--- config.mk ---
export PLATFORM = sky130hd
export DESIGN_NAME = held_note_table_top
export DESIGN_NICKNAME = d
export VERILOG_FILES = /design/src/rtl/hnt_pkg.sv /design/src/rtl/hnt_ctrl.sv /design/src/rtl/hnt_dpath.sv /design/src/rtl/held_note_table_top.sv
export SDC_FILE = /design/constraint.sdc
export NUM_CORES = 1
export LEC_CHECK = 0
export BUFFER_PORTS_ARGS = -buffer_cell sky130_fd_sc_hd__buf_2
export CAP_MARGIN = 25
export CELL_PAD_IN_SITES_DETAIL_PLACEMENT = 1
export CELL_PAD_IN_SITES_GLOBAL_PLACEMENT = 2
export CORE_UTILIZATION = 33
export CTS_BUF_LIST = sky130_fd_sc_hd__clkbuf_16
export DETAILED_ROUTE_END_ITERATION = 7
export GPL_ROUTABILITY_DRIVEN = 0
export PLACE_DENSITY = 0.61
export SETUP_SLACK_MARGIN = 0.02
export SLEW_MARGIN = 25
export SYNTH_ARGS = -nofsm -noshare
export SYNTH_HDL_FRONTEND = slang
export SYNTH_SLANG_ARGS = --single-unit
--- constraint.sdc ---
create_clock -name clk -period 6.1 [get_ports clk]
set_input_delay 0.915 -clock clk [delete_from_list [all_inputs] [get_ports clk]]
set_output_delay 0.915 -clock clk [all_outputs]
set_load 0.02 [all_outputs]
--- src/rtl/hnt_pkg.sv ---
`default_nettype none

package hnt_pkg;

	// Default table depth.
	localparam int MAX_NOTES_DEF = 16;

	// Configuration register map.
	localparam int CFG_DATA_W = 8;
	localparam int CFG_IDX_W  = 1;

	localparam logic [CFG_IDX_W-1:0] REG_NOTE_ON  = 1'b0;
	localparam logic [CFG_IDX_W-1:0] REG_NOTE_OFF = 1'b1;

	localparam logic [7:0] NOTE_ON_RST  = 8'd144;
	localparam logic [7:0] NOTE_OFF_RST = 8'd128;

	typedef struct packed {
		logic [7:0] status_byte;
		logic [7:0] key_number;
		logic [7:0] key_velocity;
	} msg_t;

	typedef struct packed {
		logic       changed;
		logic       refused_full;
		logic [4:0] held_count;
		logic [7:0] mean_velocity;
		logic       mean_valid;
	} result_t;

	// Commands from the controller to the datapath.
	typedef struct packed {
		logic load;
		logic scan;
		logic take_off;
		logic append;
		logic refuse;
		logic shift_wr;
		logic shrink;
		logic div_init;
		logic div_step;
	} cmd_t;

	// Status from the datapath to the controller.
	typedef struct packed {
		logic is_on;
		logic is_off;
		logic hit;
		logic miss;
		logic full;
		logic shift_end;
		logic div_end;
	} stat_t;

endpackage

`default_nettype wire

--- src/rtl/hnt_ctrl.sv ---
`default_nettype none

module hnt_ctrl (
	input  wire logic          clk,
	input  wire logic          arst_n,
	input  wire logic          start,
	input  wire hnt_pkg::stat_t stat,
	output hnt_pkg::cmd_t      cmd,
	output logic               busy,
	output logic               done
);
	import hnt_pkg::*;

	typedef enum logic [6:0] {
		ST_IDLE     = 7'b0000001,
		ST_SCAN     = 7'b0000010,
		ST_SHIFT_RD = 7'b0000100,
		ST_SHIFT_WR = 7'b0001000,
		ST_DIV_INIT = 7'b0010000,
		ST_DIV      = 7'b0100000,
		ST_DONE     = 7'b1000000
	} state_t;

	state_t state_q, state_d;

	always_ff @(posedge clk or negedge arst_n) begin
		if (!arst_n) begin
			state_q <= ST_IDLE;
		end else begin
			state_q <= state_d;
		end
	end

	always_comb begin
		state_d = state_q;
		cmd     = '0;
		unique case (state_q)
			ST_IDLE: begin
				if (start) begin
					cmd.load = 1'b1;
					state_d  = ST_SCAN;
				end
			end
			ST_SCAN: begin
				if (!stat.is_on && !stat.is_off) begin
					state_d = ST_DIV_INIT;
				end else if (stat.hit) begin
					if (stat.is_off) begin
						cmd.take_off = 1'b1;
						state_d      = ST_SHIFT_RD;
					end else begin
						state_d = ST_DIV_INIT;
					end
				end else if (stat.miss) begin
					if (stat.is_on) begin
						cmd.append = !stat.full;
						cmd.refuse = stat.full;
					end
					state_d = ST_DIV_INIT;
				end else begin
					cmd.scan = 1'b1;
				end
			end
			ST_SHIFT_RD: begin
				if (stat.shift_end) begin
					cmd.shrink = 1'b1;
					state_d    = ST_DIV_INIT;
				end else begin
					state_d = ST_SHIFT_WR;
				end
			end
			ST_SHIFT_WR: begin
				cmd.shift_wr = 1'b1;
				state_d      = ST_SHIFT_RD;
			end
			ST_DIV_INIT: begin
				cmd.div_init = 1'b1;
				state_d      = ST_DIV;
			end
			ST_DIV: begin
				cmd.div_step = 1'b1;
				if (stat.div_end) begin
					state_d = ST_DONE;
				end
			end
			ST_DONE: begin
				state_d = ST_IDLE;
			end
			default: begin
				state_d = ST_IDLE;
			end
		endcase
	end

	assign busy = (state_q != ST_IDLE);
	assign done = (state_q == ST_DONE);

	// An accepted transaction always makes the block busy on the next cycle.
	a_start_busy: assert property (@(posedge clk) disable iff (!arst_n)
		start && !busy |=> busy)
		else $error("accepted transaction did not start work");

	// After the result strobe the block is free again.
	a_done_free: assert property (@(posedge clk) disable iff (!arst_n)
		done |=> !busy && !done)
		else $error("result strobe not followed by idle");

	// Exactly one state bit is set at any time.
	a_state_onehot: assert property (@(posedge clk) disable iff (!arst_n)
		$onehot(state_q))
		else $error("controller state is not one-hot");

endmodule

`default_nettype wire

--- src/rtl/hnt_dpath.sv ---
`default_nettype none

module hnt_dpath #(
	parameter int MAX_NOTES = hnt_pkg::MAX_NOTES_DEF
) (
	input  wire logic            clk,
	input  wire logic            arst_n,
	input  wire hnt_pkg::cmd_t   cmd,
	input  wire hnt_pkg::msg_t   msg,
	input  wire logic [7:0]      note_on_code,
	input  wire logic [7:0]      note_off_code,
	output hnt_pkg::stat_t       stat,
	output hnt_pkg::result_t     result
);
	import hnt_pkg::*;

	localparam int CNTW = $clog2(MAX_NOTES + 1);
	localparam int AW   = (MAX_NOTES > 1) ? $clog2(MAX_NOTES) : 1;
	localparam int SUMW = 8 + $clog2(MAX_NOTES);
	localparam int DCW  = (SUMW > 1) ? $clog2(SUMW) : 1;

	// Note table memory.
	logic [7:0] key_mem_q [MAX_NOTES];
	logic [7:0] vel_mem_q [MAX_NOTES];

	logic [7:0]      rd_key_q, rd_vel_q;
	logic            rd_vld_q;
	logic [7:0]      op_key_q, op_vel_q;
	logic            is_on_q, is_off_q;
	logic [CNTW-1:0] count_q, idx_q;
	logic [SUMW-1:0] total_q;
	logic            changed_q, refused_q;
	logic [SUMW-1:0] quo_q;
	logic [CNTW-1:0] rem_q;
	logic [DCW-1:0]  div_cnt_q;

	logic            wr_en;
	logic [AW-1:0]   wr_addr;
	logic [7:0]      wr_key, wr_vel;
	logic [CNTW-1:0] idx_m1;
	logic [CNTW:0]   trial, trial_sub;
	logic            trial_ge;
	logic [CNTW+4:0] cnt_ext;

	assign idx_m1 = idx_q - 1'b1;

	// Status toward the controller.
	always_comb begin
		stat.is_on     = is_on_q;
		stat.is_off    = is_off_q;
		stat.hit       = rd_vld_q && (rd_key_q == op_key_q);
		stat.miss      = !stat.hit && (idx_q == count_q);
		stat.full      = (count_q == CNTW'(MAX_NOTES));
		stat.shift_end = (idx_q >= count_q);
		stat.div_end   = (div_cnt_q == DCW'(SUMW - 1));
	end

	// One write port: append at the tail or move an entry one place toward the front.
	assign wr_en   = cmd.append || cmd.shift_wr;
	assign wr_addr = cmd.append ? count_q[AW-1:0] : idx_m1[AW-1:0];
	assign wr_key  = cmd.append ? op_key_q : rd_key_q;
	assign wr_vel  = cmd.append ? op_vel_q : rd_vel_q;

	always_ff @(posedge clk) begin
		if (wr_en) begin
			key_mem_q[wr_addr] <= wr_key;
			vel_mem_q[wr_addr] <= wr_vel;
		end
		rd_key_q <= key_mem_q[idx_q[AW-1:0]];
		rd_vel_q <= vel_mem_q[idx_q[AW-1:0]];
	end

	// Transaction operands.
	always_ff @(posedge clk) begin
		if (cmd.load) begin
			op_key_q <= msg.key_number;
			op_vel_q <= msg.key_velocity;
		end
	end

	// Table bookkeeping.
	always_ff @(posedge clk or negedge arst_n) begin
		if (!arst_n) begin
			count_q   <= '0;
			total_q   <= '0;
			idx_q     <= '0;
			rd_vld_q  <= 1'b0;
			is_on_q   <= 1'b0;
			is_off_q  <= 1'b0;
			changed_q <= 1'b0;
			refused_q <= 1'b0;
		end else begin
			rd_vld_q <= cmd.scan;
			if (cmd.load) begin
				is_on_q   <= (msg.status_byte == note_on_code);
				is_off_q  <= (msg.status_byte != note_on_code) &&
				             (msg.status_byte == note_off_code);
				idx_q     <= '0;
				changed_q <= 1'b0;
				refused_q <= 1'b0;
			end
			if (cmd.scan) begin
				idx_q <= idx_q + 1'b1;
			end
			if (cmd.take_off) begin
				total_q <= total_q - SUMW'(rd_vel_q);
			end
			if (cmd.append) begin
				count_q   <= count_q + 1'b1;
				total_q   <= total_q + SUMW'(op_vel_q);
				changed_q <= 1'b1;
			end
			if (cmd.refuse) begin
				refused_q <= 1'b1;
			end
			if (cmd.shift_wr) begin
				idx_q <= idx_q + 1'b1;
			end
			if (cmd.shrink) begin
				count_q   <= count_q - 1'b1;
				changed_q <= 1'b1;
			end
		end
	end

	// Restoring divider, one quotient bit per cycle.
	assign trial     = {rem_q, quo_q[SUMW-1]};
	assign trial_ge  = (trial >= {1'b0, count_q});
	assign trial_sub = trial - {1'b0, count_q};

	always_ff @(posedge clk) begin
		if (cmd.div_init) begin
			quo_q     <= total_q;
			rem_q     <= '0;
			div_cnt_q <= '0;
		end else if (cmd.div_step) begin
			quo_q     <= {quo_q[SUMW-2:0], trial_ge};
			rem_q     <= trial_ge ? trial_sub[CNTW-1:0] : trial[CNTW-1:0];
			div_cnt_q <= div_cnt_q + 1'b1;
		end
	end

	assign cnt_ext = {5'b0, count_q};

	always_comb begin
		result.changed       = changed_q;
		result.refused_full  = refused_q;
		result.held_count    = cnt_ext[4:0];
		result.mean_valid    = (count_q != '0);
		result.mean_velocity = result.mean_valid ? quo_q[7:0] : 8'd0;
	end

	a_count_range: assert property (@(posedge clk) disable iff (!arst_n)
		count_q <= CNTW'(MAX_NOTES))
		else $error("entry count beyond table depth");

	a_total_bound: assert property (@(posedge clk) disable iff (!arst_n)
		32'(total_q) <= 32'(count_q) * 32'd255)
		else $error("velocity total exceeds what the held notes allow");

	a_take_off_hit: assert property (@(posedge clk) disable iff (!arst_n)
		cmd.take_off |-> stat.hit && is_off_q)
		else $error("removal without a matching key");

endmodule

`default_nettype wire

--- src/rtl/held_note_table_top.sv ---
`default_nettype none

// Held-note table: tracks which MIDI keys are down, in the order they were pressed.
// Input: one three-byte message per transaction on msg, taken at a rising edge with
// start high and busy low. A header equal to the note-on code appends the key and
// velocity unless the key is already held or the table is full (then refused_full);
// a header equal to the note-off code removes the first matching entry and closes
// the gap. Any other header leaves the table alone but still gives a result.
// Output: every transaction gives one result, shown on result for exactly one cycle
// while done is high. The receiver cannot hold it off, and busy stays high until the
// cycle after done, so nothing is ever lost or overwritten.
// Sequence: the key scan reads the held entries one at a time; after a note-off that
// finds its key, the gap is closed by moving each later entry one place toward the
// front. Then a setup state and a restoring divider, one quotient bit per cycle for
// 8+clog2(MAX_NOTES) quotient bits, form the mean velocity, and done follows.
// The scan and the gap closing are bound by the single read port of the note table.
// Configuration: cfg_we writes cfg_data to register cfg_index (0 note-on code,
// 1 note-off code) at once; write only while busy is low.
// Reset: arst_n empties the table and restores codes 144 and 128; table contents
// need no clearing since only entries below the count are read.

module held_note_table_top #(
	parameter int MAX_NOTES = hnt_pkg::MAX_NOTES_DEF
) (
	input  wire logic                         clk,
	input  wire logic                         arst_n,
	input  wire logic                         start,
	input  wire hnt_pkg::msg_t                msg,
	output logic                              busy,
	output logic                              done,
	output hnt_pkg::result_t                  result,
	input  wire logic                         cfg_we,
	input  wire logic [hnt_pkg::CFG_IDX_W-1:0]  cfg_index,
	input  wire logic [hnt_pkg::CFG_DATA_W-1:0] cfg_data
);
	import hnt_pkg::*;

	logic [7:0] note_on_q, note_off_q;
	cmd_t       cmd;
	stat_t      stat;

	// Configuration registers, written directly by the plain write port.
	always_ff @(posedge clk or negedge arst_n) begin
		if (!arst_n) begin
			note_on_q  <= NOTE_ON_RST;
			note_off_q <= NOTE_OFF_RST;
		end else if (cfg_we) begin
			unique case (cfg_index)
				REG_NOTE_ON:  note_on_q  <= cfg_data;
				REG_NOTE_OFF: note_off_q <= cfg_data;
				default:      ;
			endcase
		end
	end

	// The controller sequences scan, gap closing and division.
	hnt_ctrl u_ctrl (
		.clk    (clk),
		.arst_n (arst_n),
		.start  (start),
		.stat   (stat),
		.cmd    (cmd),
		.busy   (busy),
		.done   (done)
	);

	// The datapath owns the note table, the running totals and the divider.
	hnt_dpath #(
		.MAX_NOTES (MAX_NOTES)
	) u_dpath (
		.clk           (clk),
		.arst_n        (arst_n),
		.cmd           (cmd),
		.msg           (msg),
		.note_on_code  (note_on_q),
		.note_off_code (note_off_q),
		.stat          (stat),
		.result        (result)
	);

endmodule

`default_nettype wire

==> results.ini, run 1 <==
[clock_network]
cts_sinks=359
clkTransAtPathRegs_ns=0.05
cts_buffers=40
cts_tree=built
clock_latency_ns=0.57
cts_setup_buffers=0
cts_resized=0
htreeDepth=2
cts_buffer_depth=3
cts_hold_buf=0
clock-root-buffer=clkbuf_16

[critical_path]
cp.required_ns=6.55
r2r_cells=13
crit_chain=inv_1 -> ha_1 -> nand2_1 -> a211oi_1 -> o311a_1 -> o21ai_0 -> ha_1 -> a21o_1 -> or3_1 -> o211a_1 -> o21a_1 -> or3_1 -> a31o_2
cp.arrival_ns=5.41
crit_fanout=24
cp-start-kind=register
crit_family=compound AO/OA/AOI/OAI gates
path_depth=13
path_buf_inv=1
path_class=register to register
slowest_stage=o311a_1
cpPeakStageDelay_ns=0.77
crit_path_end_kind=register

[global_route]
grt_overflow=0
track_usage_pct=15.92
grtUsageMet2_pct=25.50
grt_pass1_vias=8873
met3_usage_pct=2.292
antenna_found_initial=0
grt_pass1_wl_mm=55.46
grt_max_degree=65
grt_busiest_layer=met2
met1_usage_pct=22.26

[pwr]
pwr-share-comb_pct=9.3
switchingPower_mw=1.350
p_leak_nw=6.256
clkPwrFrac_pct=40.8
power-per-cell-area_nw_per_um2=319.1
seqPwrFrac_pct=49.9
swShare_pct=23.98
p_total_mw=5.628
p_int_mw=4.279
max-vdd-ir-drop_uv=186.5

[die]
die_x_um=217.2
std_cell_rows=78
ios=55
die-height_um=217.2
coreArea_sq_um=45580
dieArea_sq_um=47190
start_util_pct=33.54

[finish]
instances_no_fill=1644
nFillCells=4551
area_growth_pct=15.39
mostFrequentLayoutCell=edfxtp_1
drive_gt1_share_pct=26.56
final_nets=1082
multi_input_area_sq_um=4800
seqCellArea_sq_um=10290
final_cell_mix=edfxtp_1 (284), nand2_1 (101), mux4_2 (80)

[place]
dp_hpwl_mm=22.39
port_buffers=54
placed_cells=1572

[route]
wl_per_cell_um=22.01
wirelength_mm=36.19
drt-pass1-iter-count=4
postRouteAntennaNets=0
via_per_inst=4.993
drc_errors=0
vias=8209
drt_iter0_drc=612

[sta]
worst_hold_slack_ns=0.4439
hold_violations=0
rsz0062_at_grt=false
fmax_mhz=201.3
drv_slew=0
slew_headroom_pct=31.59
finalClockSkew_ns=0.02821
finalCritPeriodShare_pct=81.42
finalSetupViolations=0
worst_slew_pin_slew_ns=1.026
fin_setup_tns_ns=0
post-route-min-period_ns=4.967

[logic_synthesis]
synth_ff_type=edfxtp_1
synth_nets=998
synth.avg_cell_area_sq_um=16.44
ys_types=68
synth_area_sq_um=15290
netlist_instances=930
synthArstFlopShare_pct=13.93
yosys_warnings=0
synth.ff_latch_count=359
ys_seq_area_share_pct=67.27
synth_edf_count=284

[job]
cap_violations=0

[hold_path]
hold_depth=2
hold_path_class=register to register

[status]
outcome=completed

worst register-to-register path, delay by kind of cell (launching register included):
kind,cells,cell delay [ns]
buffers and inverters,1,0.21
AOI/OAI and AO/OA,7,2.44
adders and majority gates,2,0.74
and+or+nand+nor,3,0.74
DFF,1,0.73
final cells by class:
type	count	share of cell area, %
antenna	1	0.01419
clock buffer	40	5.674
clock inverter	31	1.369
inverter	26	0.5532
multi-input combinational	508	27.21
sequential	359	58.33
tap	600	4.256
timing repair buffer	79	2.596
worst paths after layout:
| check | slack, ns | from | to |
|---|---|---|---|
| hold / removal | 0.44 | u_dpath.rem_q[4]$_SDFFE_PP0N_ | u_dpath.rem_q[4]$_SDFFE_PP0N_ |
| hold reg to reg | 0.44 | u_dpath.rem_q[4]$_SDFFE_PP0N_ | u_dpath.rem_q[4]$_SDFFE_PP0N_ |
| setup / recovery | 1.13 | u_dpath.idx_q[0]$_DFFE_PN0P_ | u_dpath.total_q[9]$_DFFE_PN0P_ |
| setup reg to reg | 1.13 | u_dpath.idx_q[0]$_DFFE_PN0P_ | u_dpath.total_q[9]$_DFFE_PN0P_ |
| max in group asynchronous | 5.08 | arst_n | u_dpath.idx_q[0]$_DFFE_PN0P_ |
| min in group asynchronous | 0.50 | arst_n | note_off_q[1]$_DFFE_PN0P_ |
registers in the layout (all words and copies together), names as in the netlist, 4 cells and up:
register and count:
u_dpath.op_key_q 8, u_ctrl.state_q 7, u_dpath.rem_q 5, u_dpath.idx_q 5, u_dpath.div_cnt_q 4, note_off_q 8, u_dpath.op_vel_q 8, u_dpath.total_q 12
u_dpath.rd_vel_q 8, u_dpath.quo_q 12, u_dpath.count_q 5, u_dpath.key_mem_q 128, note_on_q 8, u_dpath.vel_mem_q 128, u_dpath.rd_key_q 8
Yosys cell counts, types with 20 or more instances:
library cell,n,area share (%)
dfrtp_1,46,7.5
clkbuf_1,20,0.49
dfxtp_1,25,3.3
mux4_2,80,12
nand2_1,101,2.5
o21ai_0,21,0.69
nor2_1,40,0.98
ha_1,28,2.3
inv_1,25,0.61
mux2_2,27,2.0
xnor2_1,36,2.1
edfxtp_1,284,56
metrics by stage:
step | utilization [%] | setup WS [ns] | area, sq um
CTS | 38.69 | 1.080 | 17630
detailed placement | 35.97 | 1.084 | 16390
finish | 38.71 | 1.133 | 17640
floorplan | - | 1.551 | 15290
global placement | 35.97 | 1.320 | 16390
global route | 38.70 | 0.7241 | 17640
power by group through the flow:
stage          combinational (mW)  sequential [mW]  clock [mW]
5_1_grt                     0.584             2.82        2.46
6_report                    0.523             2.81        2.30
2_1_floorplan               0.391             2.83           0
4_1_cts                     0.539             2.81        2.37
3_3_place_gp                0.531             2.86           0
3_5_place_dp                0.536             2.86           0
cell families (layout without fill, tap and decap cells):
group	count (synthesis)	in the layout	share of synthesized area, %
xor gates and xnor gates	47	47	2.692
buffers and inverters	63	176	1.735
AOI/OAI and AO/OA	94	94	4.297
and+or+nand+nor	221	221	6.989
muxes	115	115	14.33
adders and majority gates	31	31	2.684
other	0	1	0
DFF	359	359	67.27
layer usage:
| layer | vias to the layer above | wire length (um) | share of wire, % |
|---|---|---|---|
| met5 | - | 0 | 0 |
| li1 | 3770 | - | - |
| met3 | 45 | 1592 | 4.4 |
| met1 | 4250 | 16900 | 47 |
| met2 | 144 | 16940 | 47 |
| met4 | 0 | 763 | 2.1 |
Note: power is estimated with default switching activity, not from simulation.
==> run 2: changes to the inputs <==
==> constraint.sdc (replaced) <==
create_clock -name clk -period 4.8 [get_ports clk]
set_input_delay 0.72 -clock clk [delete_from_list [all_inputs] [get_ports clk]]
set_output_delay 0.72 -clock clk [all_outputs]
set_load 0.02 [all_outputs]
==> results.ini, run 2 (synthesis results as in run 1) <==
[global_route]
track_usage_pct=16.44  ; +0.52 points
antenna_found_initial=0  ; unchanged
met3_usage_pct=2.544  ; +0.25 points
met1_usage_pct=22.10  ; -0.16 points
grt_max_degree=70  ; +7.7%
grt_busiest_layer=met2
grtUsageMet2_pct=27.26  ; +1.8 points
grt_pass1_vias=9024  ; +1.7%
grt_overflow=0  ; unchanged
grt_pass1_wl_mm=57.00  ; +2.8%

[die]
die-height_um=217.2  ; unchanged
ios=55  ; unchanged
die_x_um=217.2  ; unchanged
std_cell_rows=78  ; unchanged
dieArea_sq_um=47190  ; unchanged
coreArea_sq_um=45580  ; unchanged
start_util_pct=33.54  ; unchanged

[sta]
slew_headroom_pct=38.54  ; +6.9 points
fmax_mhz=239.9  ; +19%
finalCritPeriodShare_pct=86.85  ; +5.4 points
drv_slew=0  ; unchanged
finalClockSkew_ns=0.02003  ; -0.008178 ns
finalSetupViolations=0  ; unchanged
hold_violations=0  ; unchanged
worst_hold_slack_ns=0.2819  ; -0.1620 ns
fin_setup_tns_ns=0  ; unchanged
final.setup.worst_slack_ns=0.6310  ; -0.5022 ns
worst_slew_pin_slew_ns=0.9220  ; -0.1041 ns
rsz0062_at_grt=false
post-route-min-period_ns=4.169  ; -0.7978 ns

[finish]
n_antenna_cell=0  ; -1
final_util_pct=39.07  ; +0.36 points
mostFrequentLayoutCell=edfxtp_1
final_cell_mix=edfxtp_1 (284), nand2_1 (101), mux4_2 (80)
nFillCells=4557  ; +0.13%
area_growth_pct=16.46
largest_registers=u_dpath.key_mem_q x128, u_dpath.vel_mem_q x128
drive_gt1_share_pct=27.68  ; +1.1 points
final_nets=1090  ; +0.74%
fin_area_sq_um=17800  ; +0.93%

[pwr]
p_leak_nw=6.340  ; +1.3%
power-per-cell-area_nw_per_um2=413.6  ; +30%
max-vdd-ir-drop_uv=235.4  ; +26%
swShare_pct=23.98  ; about the same
switchingPower_mw=1.766  ; +31%
clkPwrFrac_pct=42.5  ; +1.7 points
p_int_mw=5.598  ; +31%
pwr-share-comb_pct=9.1  ; -0.2 points
seqPwrFrac_pct=48.3  ; -1.6 points

[route]
wirelength_mm=37.19  ; +2.7%
via_per_inst=5.031  ; +0.76%
drt-pass1-iter-count=4  ; unchanged
wl_per_cell_um=22.47  ; +2.1%
postRouteAntennaNets=0  ; unchanged
drt_iter0_drc=585  ; -4.4%
vias=8327  ; +1.4%
drc_errors=0  ; unchanged

[clock_network]
clock_latency_ns=0.58  ; about the same
clock-root-buffer=clkbuf_16
cts_tree=built
clkTransAtPathRegs_ns=0.06  ; about the same
htreeDepth=2  ; unchanged
cts_sinks=359  ; unchanged
cts_setup_buffers=0  ; unchanged
cts_buffers=41  ; +2.5%
cts_buffer_depth=3  ; unchanged

[place]
placed_area_sq_um=16440  ; +0.32%
place_ws_ns=0.4002  ; -0.6834 ns
port_buffers=54  ; unchanged
dp_hpwl_mm=22.60  ; +0.94%

[status]
outcome=completed

[critical_path]
cp.required_ns=5.26  ; -1.29 ns
crit_family=compound AO/OA/AOI/OAI gates
path_class=register to register
path_buf_inv=4  ; +3
cpPeakStageDelay_ns=0.46  ; -0.31 ns
slowest_stage=dfrtp_1
cp-startpoint=u_dpath.count_q[3]$_DFFE_PN0P_
crit_chain=inv_1 -> ha_1 -> nand4_1 -> a211oi_1 -> buf_4 -> o311a_2 -> nand2_1 -> o21ai_0 -> buf_4 -> ha_1 -> inv_1 -> fa_1 -> nor2b_1 -> o2111ai_1 -> a31oi_1 -> nor4b_1 -> o32a_1
r2r_start=u_dpath.count_q[3]$_DFFE_PN0P_
cp-start-kind=register
crit_fanout=18  ; -25%
path_depth=17  ; +4
crit_path_end_kind=register
r2r_cells=17  ; +4
cp.arrival_ns=4.63  ; -0.78 ns

[hold_path]
hold_path_class=input port to async pin

[job]
cap_violations=0  ; unchanged

[run 2: cell types whose count changed in the layout (fill, tap and decap cells not counted), sizes merged]
cell      delta
clkbuf       +1
buf          +7
inv          -2
clkinv       +3
bufinv       +2
clkinvlp     +1
diode        -1
[run 2: power groups by stage]
stage                     Clock [mW]  Sequential (mW)  Combinational, mW
after floorplan                    0             3.59              0.496
after global placement             0             3.62              0.679
after detailed placement           0             3.62              0.689
after CTS                       3.23             3.56              0.693
after global routing            3.34             3.58              0.755
final                           3.13             3.56              0.673
[run 2: final timing paths]
kind,endpoint,slack (ns)
min,note_on_q[1]$_DFFE_PN0P_,0.28
min in group clk,u_dpath.op_vel_q[3]$_DFFE_PP_,0.33
max,u_dpath.total_q[10]$_DFFE_PN0P_,0.63
max reg2reg,u_dpath.total_q[10]$_DFFE_PN0P_,0.63
min reg2reg,u_dpath.rem_q[4]$_SDFFE_PP0N_,0.45
max in group asynchronous,u_dpath.idx_q[0]$_DFFE_PN0P_,3.99
[run 2: per-layer routing]
metal	up-vias	wire (um)
met2	142	17950
met1	4354	17000
met4	0	773
li1	3782	-
met5	-	0
met3	49	1460
[run 2: final cells by class]
| type | count | area [sq um] | share of cell area (%) |
|---|---|---|---|
| clock inverters | 35 | 329.1 | 1.848 |
| clock buffers | 41 | 1026 | 5.762 |
| well taps | 600 | 750.7 | 4.216 |
| repair buffers | 86 | 514.2 | 2.888 |
| flip-flops and latches | 359 | 10290 | 57.79 |
| multi-input cells | 508 | 4797 | 26.94 |
| inverters | 26 | 97.59 | 0.5481 |
[run 2: metrics by stage]
stage,power [mW],std cells
after detailed placement,4.314,1579
after global routing,7.672,1655
after CTS,7.485,1655
final,7.365,1655
after floorplan,4.091,930
after global placement,4.303,1579
[run 2: what timing repair did]
item	in CTS	in global routing
gates resized for setup	0	1
endpoints found under the setup margin	0	1
hold buffers	0	0
endpoints found under the hold margin	0	0
